### config.mk
export PLATFORM = sky130hd
export DESIGN_NAME = preemptive_priority_scheduler_top
export DESIGN_NICKNAME = d
export VERILOG_FILES = /design/src/rtl/pps_pkg.sv /design/src/rtl/pps_mem.sv /design/src/rtl/preemptive_priority_scheduler_top.sv
export SDC_FILE = /design/constraint.sdc
export NUM_CORES = 1
export LEC_CHECK = 0
export BUFFER_PORTS_ARGS = -buffer_cell sky130_fd_sc_hd__buf_2
export CELL_PAD_IN_SITES_DETAIL_PLACEMENT = 0
export CELL_PAD_IN_SITES_GLOBAL_PLACEMENT = 1
export CORE_ASPECT_RATIO = 1.25
export CORE_MARGIN = 10
export CORE_UTILIZATION = 46
export CTS_BUF_LIST = sky130_fd_sc_hd__clkbuf_8
export CTS_CLUSTER_DIAMETER = 120
export DETAILED_ROUTE_END_ITERATION = 10
export PLACE_DENSITY = 0.82
export SYNTH_ARGS = -nofsm -noshare
export SYNTH_HDL_FRONTEND = slang
export SYNTH_SLANG_ARGS = --single-unit
### constraint.sdc
create_clock -name clk -period 5.67 [get_ports clk]
set_input_delay 0.2835 -clock clk [delete_from_list [all_inputs] [get_ports clk]]
set_output_delay 0.2835 -clock clk [all_outputs]
set_load 0.05 [all_outputs]
### src/rtl/pps_pkg.sv
`default_nettype none

package pps_pkg;

    // Field widths of one process and one run segment
    localparam int ARR_W     = 16;
    localparam int BURST_W   = 12;
    localparam int PRIO_W    = 8;
    localparam int PIDX_W    = 5;
    localparam int START_W   = 17;

    // Internal tick counter: latest arrival plus 32 full bursts still fits
    localparam int TIME_W    = 18;

    localparam int IN_FIELDS_W  = ARR_W + BURST_W + PRIO_W;
    localparam int IN_DATA_W    = ((IN_FIELDS_W + 7) / 8) * 8;
    localparam int OUT_FIELDS_W = PIDX_W + START_W + BURST_W + 1;
    localparam int OUT_DATA_W   = ((OUT_FIELDS_W + 7) / 8) * 8;

    // One process table entry
    typedef struct packed {
        logic [ARR_W-1:0]   arrival;
        logic [BURST_W-1:0] burst;
        logic [PRIO_W-1:0]  prio;
    } entry_t;

    // One run segment
    typedef struct packed {
        logic [PIDX_W-1:0]  process_index;
        logic [START_W-1:0] start_time;
        logic [BURST_W-1:0] run_length;
        logic               completes;
        logic               last_segment;
    } seg_t;

endpackage

`default_nettype wire

### src/rtl/pps_mem.sv
`default_nettype none

module pps_mem #(
    parameter int DEPTH = 16,
    parameter int AW    = (DEPTH > 1) ? $clog2(DEPTH) : 1
) (
    input  wire logic            clk,
    input  wire logic            wr_en,
    input  wire logic [AW-1:0]   wr_addr,
    input  wire pps_pkg::entry_t wr_data,
    input  wire logic            rd_en,
    input  wire logic [AW-1:0]   rd_addr,
    output pps_pkg::entry_t      rd_data
);
    import pps_pkg::*;

    entry_t mem [DEPTH];
    entry_t rd_data_reg;

    always_ff @(posedge clk)
    begin
        if (wr_en)
        begin
            mem[wr_addr] <= wr_data;
        end
    end

    always_ff @(posedge clk)
    begin
        if (rd_en)
        begin
            rd_data_reg <= mem[rd_addr];
        end
    end

    assign rd_data = rd_data_reg;

endmodule

`default_nettype wire

### src/rtl/preemptive_priority_scheduler_top.sv
// Loading: one process per cycle, accepted back to back while the block is loading.
// Scheduling after the tlast transfer: each decision pass reads the whole process
// table through the single read port, then decides, and writes back a preempted
// burst when one was cut; at most 2N-1 segments plus idle time jumps.
// Reset (rst_n low, async) clears control, masks and counters; the process table
// itself is not cleared and holds nothing valid until loaded.
`default_nettype none

module preemptive_priority_scheduler_top #(
    parameter int MAX_PROCS = 16
) (
    input  wire logic                            clk,
    input  wire logic                            rst_n,
    // process load stream
    input  wire logic                            s_axis_tvalid,
    output logic                                 s_axis_tready,
    // [15:0] arrival, [27:16] burst, [35:28] priority_level, rest zero
    input  wire logic [pps_pkg::IN_DATA_W-1:0]   s_axis_tdata,
    input  wire logic                            s_axis_tlast,   // last_process
    // segment stream
    output logic                                 m_axis_tvalid,
    input  wire logic                            m_axis_tready,
    // [4:0] process_index, [21:5] start_time, [33:22] run_length, [34] completes
    output logic [pps_pkg::OUT_DATA_W-1:0]       m_axis_tdata,
    output logic                                 m_axis_tlast    // last_segment
);
    import pps_pkg::*;

    localparam int IDX_W = (MAX_PROCS > 1) ? $clog2(MAX_PROCS) : 1;
    localparam int CNT_W = $clog2(MAX_PROCS + 1);

    // ST_LOAD   : taking processes into the table
    // ST_SCAN   : one pass over the table: admit arrivals, pick best, find next arrival
    // ST_DECIDE : turn the pass result into a segment or a time jump
    // ST_WRBACK : store the reduced burst of a preempted process
    // ST_FLUSH  : release the held segment as the final one, clear for the next set
    typedef enum logic [2:0] {
        ST_LOAD,
        ST_SCAN,
        ST_DECIDE,
        ST_WRBACK,
        ST_FLUSH
    } state_t;

    state_t               state_reg;
    logic [CNT_W-1:0]     cnt_reg;
    logic [MAX_PROCS-1:0] admitted_reg;
    logic [MAX_PROCS-1:0] finished_reg;
    logic [TIME_W-1:0]    time_reg;

    // scan pass
    logic [CNT_W-1:0]     iss_reg;
    logic                 rd_vld_reg;
    logic [IDX_W-1:0]     rd_idx_reg;
    logic                 have_best_reg;
    logic [IDX_W-1:0]     best_idx_reg;
    logic [ARR_W-1:0]     best_arr_reg;
    logic [BURST_W-1:0]   best_rem_reg;
    logic [PRIO_W-1:0]    best_prio_reg;
    logic                 have_nxt_reg;
    logic [ARR_W-1:0]     nxt_reg;

    // one segment is held back so the final one can be flagged
    seg_t                 hold_reg;
    logic                 hold_vld_reg;
    seg_t                 out_reg;
    logic                 out_vld_reg;

    // table port
    logic                 wr_en;
    logic [IDX_W-1:0]     wr_addr;
    entry_t               wr_data;
    logic                 rd_en;
    logic [IDX_W-1:0]     rd_addr;
    entry_t               rd_data;
    entry_t               in_entry;

    logic                 in_acc;
    logic                 store_ok;

    // per-entry scan terms
    logic                 adm_cur;
    logic                 fin_cur;
    logic                 arrive;
    logic                 adm_new;
    logic                 fin_new;
    logic                 ready_new;
    logic                 better;
    logic                 earlier;

    // decision terms
    logic [TIME_W-1:0]    end_time;
    logic [TIME_W-1:0]    gap;
    logic                 fits;
    logic                 can_push;
    seg_t                 new_seg;
    logic                 push_out;
    seg_t                 push_data;

    assign s_axis_tready = (state_reg == ST_LOAD);
    assign in_acc        = s_axis_tvalid && s_axis_tready;
    assign store_ok      = (cnt_reg < CNT_W'(MAX_PROCS));

    assign in_entry.arrival = s_axis_tdata[ARR_W-1:0];
    assign in_entry.burst   = s_axis_tdata[ARR_W+BURST_W-1:ARR_W];
    assign in_entry.prio    = s_axis_tdata[IN_FIELDS_W-1:ARR_W+BURST_W];

    // Write port: loading, or writeback of a preempted burst
    always_comb
    begin
        wr_en   = (in_acc && store_ok) || (state_reg == ST_WRBACK);
        wr_addr = cnt_reg[IDX_W-1:0];
        wr_data = in_entry;
        if (state_reg == ST_WRBACK)
        begin
            wr_addr         = best_idx_reg;
            wr_data.arrival = best_arr_reg;
            wr_data.burst   = best_rem_reg;
            wr_data.prio    = best_prio_reg;
        end
    end

    assign rd_en   = (state_reg == ST_SCAN) && (iss_reg < cnt_reg);
    assign rd_addr = iss_reg[IDX_W-1:0];

    pps_mem #(
        .DEPTH (MAX_PROCS),
        .AW    (IDX_W)
    ) u_table (
        .clk     (clk),
        .wr_en   (wr_en),
        .wr_addr (wr_addr),
        .wr_data (wr_data),
        .rd_en   (rd_en),
        .rd_addr (rd_addr),
        .rd_data (rd_data)
    );

    // Entry returning from the table: admit if arrived, zero burst finishes at once.
    // Ties in (priority, remaining) keep the lower index since entries come in order.
    always_comb
    begin
        adm_cur   = admitted_reg[rd_idx_reg];
        fin_cur   = finished_reg[rd_idx_reg];
        arrive    = !adm_cur && (TIME_W'(rd_data.arrival) <= time_reg);
        adm_new   = adm_cur || arrive;
        fin_new   = fin_cur || (arrive && (rd_data.burst == '0));
        ready_new = adm_new && !fin_new;
        better    = ready_new
                    && (!have_best_reg
                        || (rd_data.prio < best_prio_reg)
                        || ((rd_data.prio == best_prio_reg)
                            && (rd_data.burst < best_rem_reg)));
        earlier   = !adm_new && (!have_nxt_reg || (rd_data.arrival < nxt_reg));
    end

    // Run the chosen process to completion unless a pending arrival cuts in first
    always_comb
    begin
        end_time = time_reg + TIME_W'(best_rem_reg);
        gap      = TIME_W'(nxt_reg) - time_reg;
        fits     = !have_nxt_reg || (end_time <= TIME_W'(nxt_reg));
        can_push = !out_vld_reg || m_axis_tready;

        new_seg.process_index = PIDX_W'(best_idx_reg);
        new_seg.start_time    = time_reg[START_W-1:0];
        new_seg.run_length    = fits ? best_rem_reg : gap[BURST_W-1:0];
        new_seg.completes     = fits;
        new_seg.last_segment  = 1'b0;

        push_out  = hold_vld_reg && can_push
                    && (((state_reg == ST_DECIDE) && have_best_reg)
                        || (state_reg == ST_FLUSH));
        push_data = hold_reg;
        if (state_reg == ST_FLUSH)
        begin
            push_data.last_segment = 1'b1;
        end
    end

    always_ff @(posedge clk or negedge rst_n)
    begin
        if (!rst_n)
        begin
            state_reg     <= ST_LOAD;
            cnt_reg       <= '0;
            admitted_reg  <= '0;
            finished_reg  <= '0;
            time_reg      <= '0;
            iss_reg       <= '0;
            rd_vld_reg    <= 1'b0;
            rd_idx_reg    <= '0;
            have_best_reg <= 1'b0;
            best_idx_reg  <= '0;
            best_arr_reg  <= '0;
            best_rem_reg  <= '0;
            best_prio_reg <= '0;
            have_nxt_reg  <= 1'b0;
            nxt_reg       <= '0;
            hold_reg      <= '0;
            hold_vld_reg  <= 1'b0;
            out_vld_reg   <= 1'b0;
            out_reg       <= '0;
        end
        else
        begin
            // Output register: parts the scheduler from the downstream handshake
            if (push_out)
            begin
                out_vld_reg <= 1'b1;
                out_reg     <= push_data;
            end
            else if (m_axis_tready)
            begin
                out_vld_reg <= 1'b0;
            end

            unique case (state_reg)
                ST_LOAD:
                begin
                    if (in_acc)
                    begin
                        if (store_ok)
                        begin
                            cnt_reg <= cnt_reg + 1'b1;
                        end
                        if (s_axis_tlast)
                        begin
                            time_reg      <= '0;
                            iss_reg       <= '0;
                            rd_vld_reg    <= 1'b0;
                            have_best_reg <= 1'b0;
                            have_nxt_reg  <= 1'b0;
                            state_reg     <= ST_SCAN;
                        end
                    end
                end

                ST_SCAN:
                begin
                    rd_vld_reg <= rd_en;
                    rd_idx_reg <= iss_reg[IDX_W-1:0];
                    if (rd_en)
                    begin
                        iss_reg <= iss_reg + 1'b1;
                    end
                    if (rd_vld_reg)
                    begin
                        admitted_reg[rd_idx_reg] <= adm_new;
                        finished_reg[rd_idx_reg] <= fin_new;
                        if (better)
                        begin
                            have_best_reg <= 1'b1;
                            best_idx_reg  <= rd_idx_reg;
                            best_arr_reg  <= rd_data.arrival;
                            best_rem_reg  <= rd_data.burst;
                            best_prio_reg <= rd_data.prio;
                        end
                        if (earlier)
                        begin
                            have_nxt_reg <= 1'b1;
                            nxt_reg      <= rd_data.arrival;
                        end
                    end
                    else if (!rd_en)
                    begin
                        state_reg <= ST_DECIDE;
                    end
                end

                ST_DECIDE:
                begin
                    if (!have_best_reg)
                    begin
                        // idle: jump to the next arrival, or the set is done
                        if (!have_nxt_reg)
                        begin
                            state_reg <= ST_FLUSH;
                        end
                        else
                        begin
                            time_reg      <= TIME_W'(nxt_reg);
                            iss_reg       <= '0;
                            rd_vld_reg    <= 1'b0;
                            have_best_reg <= 1'b0;
                            have_nxt_reg  <= 1'b0;
                            state_reg     <= ST_SCAN;
                        end
                    end
                    else if (!hold_vld_reg || can_push)
                    begin
                        hold_reg     <= new_seg;
                        hold_vld_reg <= 1'b1;
                        if (fits)
                        begin
                            time_reg                   <= end_time;
                            finished_reg[best_idx_reg] <= 1'b1;
                            iss_reg                    <= '0;
                            rd_vld_reg                 <= 1'b0;
                            have_best_reg              <= 1'b0;
                            have_nxt_reg               <= 1'b0;
                            state_reg                  <= ST_SCAN;
                        end
                        else
                        begin
                            best_rem_reg <= best_rem_reg - gap[BURST_W-1:0];
                            time_reg     <= TIME_W'(nxt_reg);
                            state_reg    <= ST_WRBACK;
                        end
                    end
                end

                ST_WRBACK:
                begin
                    iss_reg       <= '0;
                    rd_vld_reg    <= 1'b0;
                    have_best_reg <= 1'b0;
                    have_nxt_reg  <= 1'b0;
                    state_reg     <= ST_SCAN;
                end

                ST_FLUSH:
                begin
                    if (!hold_vld_reg || can_push)
                    begin
                        hold_vld_reg <= 1'b0;
                        cnt_reg      <= '0;
                        admitted_reg <= '0;
                        finished_reg <= '0;
                        time_reg     <= '0;
                        state_reg    <= ST_LOAD;
                    end
                end

                default:
                begin
                    state_reg <= ST_LOAD;
                end
            endcase
        end
    end

    assign m_axis_tvalid = out_vld_reg;
    assign m_axis_tlast  = out_reg.last_segment;
    assign m_axis_tdata  = {(OUT_DATA_W - OUT_FIELDS_W)'(0),
                            out_reg.completes,
                            out_reg.run_length,
                            out_reg.start_time,
                            out_reg.process_index};

    // A segment always lasts at least one tick
    a_run_nonzero: assert property (@(posedge clk) disable iff (!rst_n)
        m_axis_tvalid |-> (m_axis_tdata[33:22] != '0))
        else $error("segment with zero run length");

    // A process can only finish after it has been admitted
    a_fin_admitted: assert property (@(posedge clk) disable iff (!rst_n)
        (finished_reg & ~admitted_reg) == '0)
        else $error("finished process never admitted");

    // The loaded count never exceeds the table depth
    a_cnt_bound: assert property (@(posedge clk) disable iff (!rst_n)
        cnt_reg <= CNT_W'(MAX_PROCS))
        else $error("loaded count beyond table depth");

    // A held segment is never overwritten while the output register is still occupied
    a_no_overrun: assert property (@(posedge clk) disable iff (!rst_n)
        (state_reg == ST_DECIDE && have_best_reg && hold_vld_reg
         && out_vld_reg && !m_axis_tready)
        |=> (state_reg == ST_DECIDE))
        else $error("segment dropped on full output");

endmodule

`default_nettype wire

==> results.toml <==
[yosys]
yosys_warnings = 0
ys_seq_area_frac = 0.658
ys_ff_latch = 809
yosys.area.top_type = "edfxtp_1"
synth_top_area_frac = 0.519
netlist_instances = 2273
avgSynthCellArea_um2 = 15.6
syn-cell-area_um2 = 35400
synth_edf_count = 612
synth_area_leaders = "edfxtp_1 52%, dfrtp_1 14%, mux4_2 12%"
ys.flop_type = "edfxtp_1"
ys_async_sr_fraction = 0.244
yosys.cell_types.count = 75

[detailed_routing]
vias = 20600
vias_per_cell = 5.88
routedWlPerCell_um = 24.3
wirelength_um = 84900
drc = 0
firstDrtPassIters = 5
ant_nets = 0
drt_iter0_drc = 2003

[place]
portBuffers = 77
dp_hpwl_um = 54100
dp_slack_ns = 0.625
placed_cell_area_um2 = 37200
place_congestion = 0.863

[timing]
hold_viol = 0
tightest_slew_ns = 1.08
final.setup.tns_ns = 0
fin_crit_ns = 5.16
slew_viol_final = 0
whs_ns = 0.0526
fin_crit_sh = 0.909
rsz0062_at_grt = "false"
skew_ns = 0.0693
setup_violations = 0
setup_ws_ns = 0.515
max_freq_mhz = 194
slew_headroom = 0.276

[grt]
antenna_found_initial = 1
grt_max_degree = 117
grt_pass1_wl_um = 130000
grt_usage = 0.194
grt-ovfl-total = 0
grt_pass1_vias = 21400

[clock_tree]
clock-root-buffer = "clkbuf_8"
cts_buffer_depth = 3
htreeDepth = 3
cts_sinks = 809
numCtsBuffers = 118
clkTransAtPathRegs_ns = 0.07
clk_latency_ns = 0.79
cts_tree = "done"
postCtsSetupBuffers = 0

[floorplan]
ioPinCount = 88
core_area_um2 = 76200
num_rows = 113
dieArea_um2 = 88600
die_y_um = 330
initial_core_util = 0.465
die_w_um = 268

[power]
peakVddDrop_uv = 272
p_leak_nw = 14.7
p_clk_frac = 0.217
p_comb_frac = 0.397
intPower_mw = 14.2
power_density_nw_per_um2 = 573
power.switching_mw = 8.54
p_sw_frac = 0.375
power.share.sequential = 0.386

[finish]
largest_reg_flops = 576
drive_above_1_share = 0.239
nFillCells = 6055
area.growth.synth_to_final_pct = 12.3
final_cell_mix = "612 x edfxtp_1, 245 x nand2_1, 193 x dfrtp_1"
design_area_um2 = 39800
final_common_cell = "edfxtp_1"
nNetsFinal = 2573

[worst_setup_path]
arrival_ns = 5.78
startpoint = "time_reg[0]"
required_ns = 6.29
startpoint_type = "flop"
path_class = "reg -> reg"
path_max_fanout = 28
regToRegStartpoint = "time_reg[0]"
endpoint_kind = "flop"

[worst_hold_path]
worstHoldStart = "s_axis_tdata[19]"
hp-class = "in -> reg"

[run]
maxCapViolations = 0

[run_status]
status = "finished clean"
==> synthesized netlist by cell type, types with 6 or more instances <==
cell type    n
mux2i_1     20
dfrtp_1    197
buf_4        9
nand2_1    245
a21oi_1     77
and3_1       8
a21o_1      22
o21ai_0    114
nand3_1     28
inv_1       77
nor4_1       6
o211ai_1     9
nor2b_1     11
nand2b_1    14
nor3_1      26
nand4_1     18
o21a_1      10
mux2_2      71
buf_2        9
xnor2_1     23
edfxtp_1   612
xor2_1      11
a31oi_1     27
clkbuf_1    79
ha_1       106
nor2_1     118
o32a_1      16
mux4_2     190
buf_1       16
==> routing by layer <==
metal  track usage  share of wire  up-vias
li1              -              -     9125
met1         0.249           0.40    10500
met2         0.331           0.51      785
met3        0.0294          0.065      153
met4        0.0679          0.030        0
met5             0              0        -
==> logic make-up (layout without fill, tap and decap cells) <==
logic type	Yosys count	count (layout)	share of synthesized area
AOI/OAI and AO/OA	347	347	0.0621
xor gates and xnor gates	34	34	0.00840
adders and majority gates	109	109	0.0391
buffers and inverters	190	434	0.0214
DFF	809	809	0.658
muxes	281	281	0.149
other	1	7	0.000106
and+or+nand+nor	502	502	0.0621
==> through the flow <==
step	instances	total power [mW]	util
CTS	3498	22.9	0.522
global route	3500	24.2	0.522
finish	3500	22.8	0.522
detailed placement	3273	17.9	0.488
floorplan	2278	15.2	-
global placement	3273	17.6	0.488
==> final timing paths <==
| check | depth (start not counted) | to | slack [ns] |
|---|---|---|---|
| min reg2reg | 2 | hold_reg[4] | 0.47 |
| max in group asynchronous | 3 | iss_reg[1] | 4.08 |
| max reg2reg | 19 | finished_reg[6] | 0.51 |
| min | 4 | u_table.mem[1][11] | 0.05 |
| max | 19 | finished_reg[6] | 0.51 |
| min in group asynchronous | 2 | m_axis_tdata[16] | 0.20 |
==> layout make-up <==
class | count | area (um2) | share of cell area
flip-flops and latches | 809 | 23300 | 0.586
multi-input cells | 1279 | 11500 | 0.290
clock buffers | 147 | 2020 | 0.0509
well taps | 977 | 1220 | 0.0307
repair buffers | 134 | 840 | 0.0211
clock inverters | 76 | 559 | 0.0141
inverters | 77 | 289 | 0.00727
diodes | 1 | 2.50 | 0.0000629
==> critical path, stage by stage (launching register included) <==
cell and delay (ns):
dfrtp_1 0.45, ha_1 0.25, inv_1 0.07, fa_1 0.21
nor2b_1 0.07, o31a_1 0.29, o221a_2 0.28, or2_2 0.32
a31oi_1 0.49, or3_1 0.20, xnor2_1 0.09, ha_1 0.31
nand2_1 0.07, or4_1 0.51, o31ai_1 0.08, o21ai_1 0.16
o21ai_1 0.41, nand2_1 0.10, buf_4 0.25, o32a_1 0.38
==> repair_timing <==
action | CTS | global route
endpoints found under the hold margin | 115 | 0
resized for setup | 0 | 0
hold buffers | 2 | 0
==> power groups by stage <==
stage	combinational [mW]	clock [mW]	sequential (mW)
floorplan	6.50	0	8.66
global placement	8.76	0	8.84
detailed placement	9.00	0	8.91
CTS	9.05	5.04	8.79
global route	9.94	5.30	8.91
finish	9.05	4.94	8.79
(Power assumes the default switching activity.)
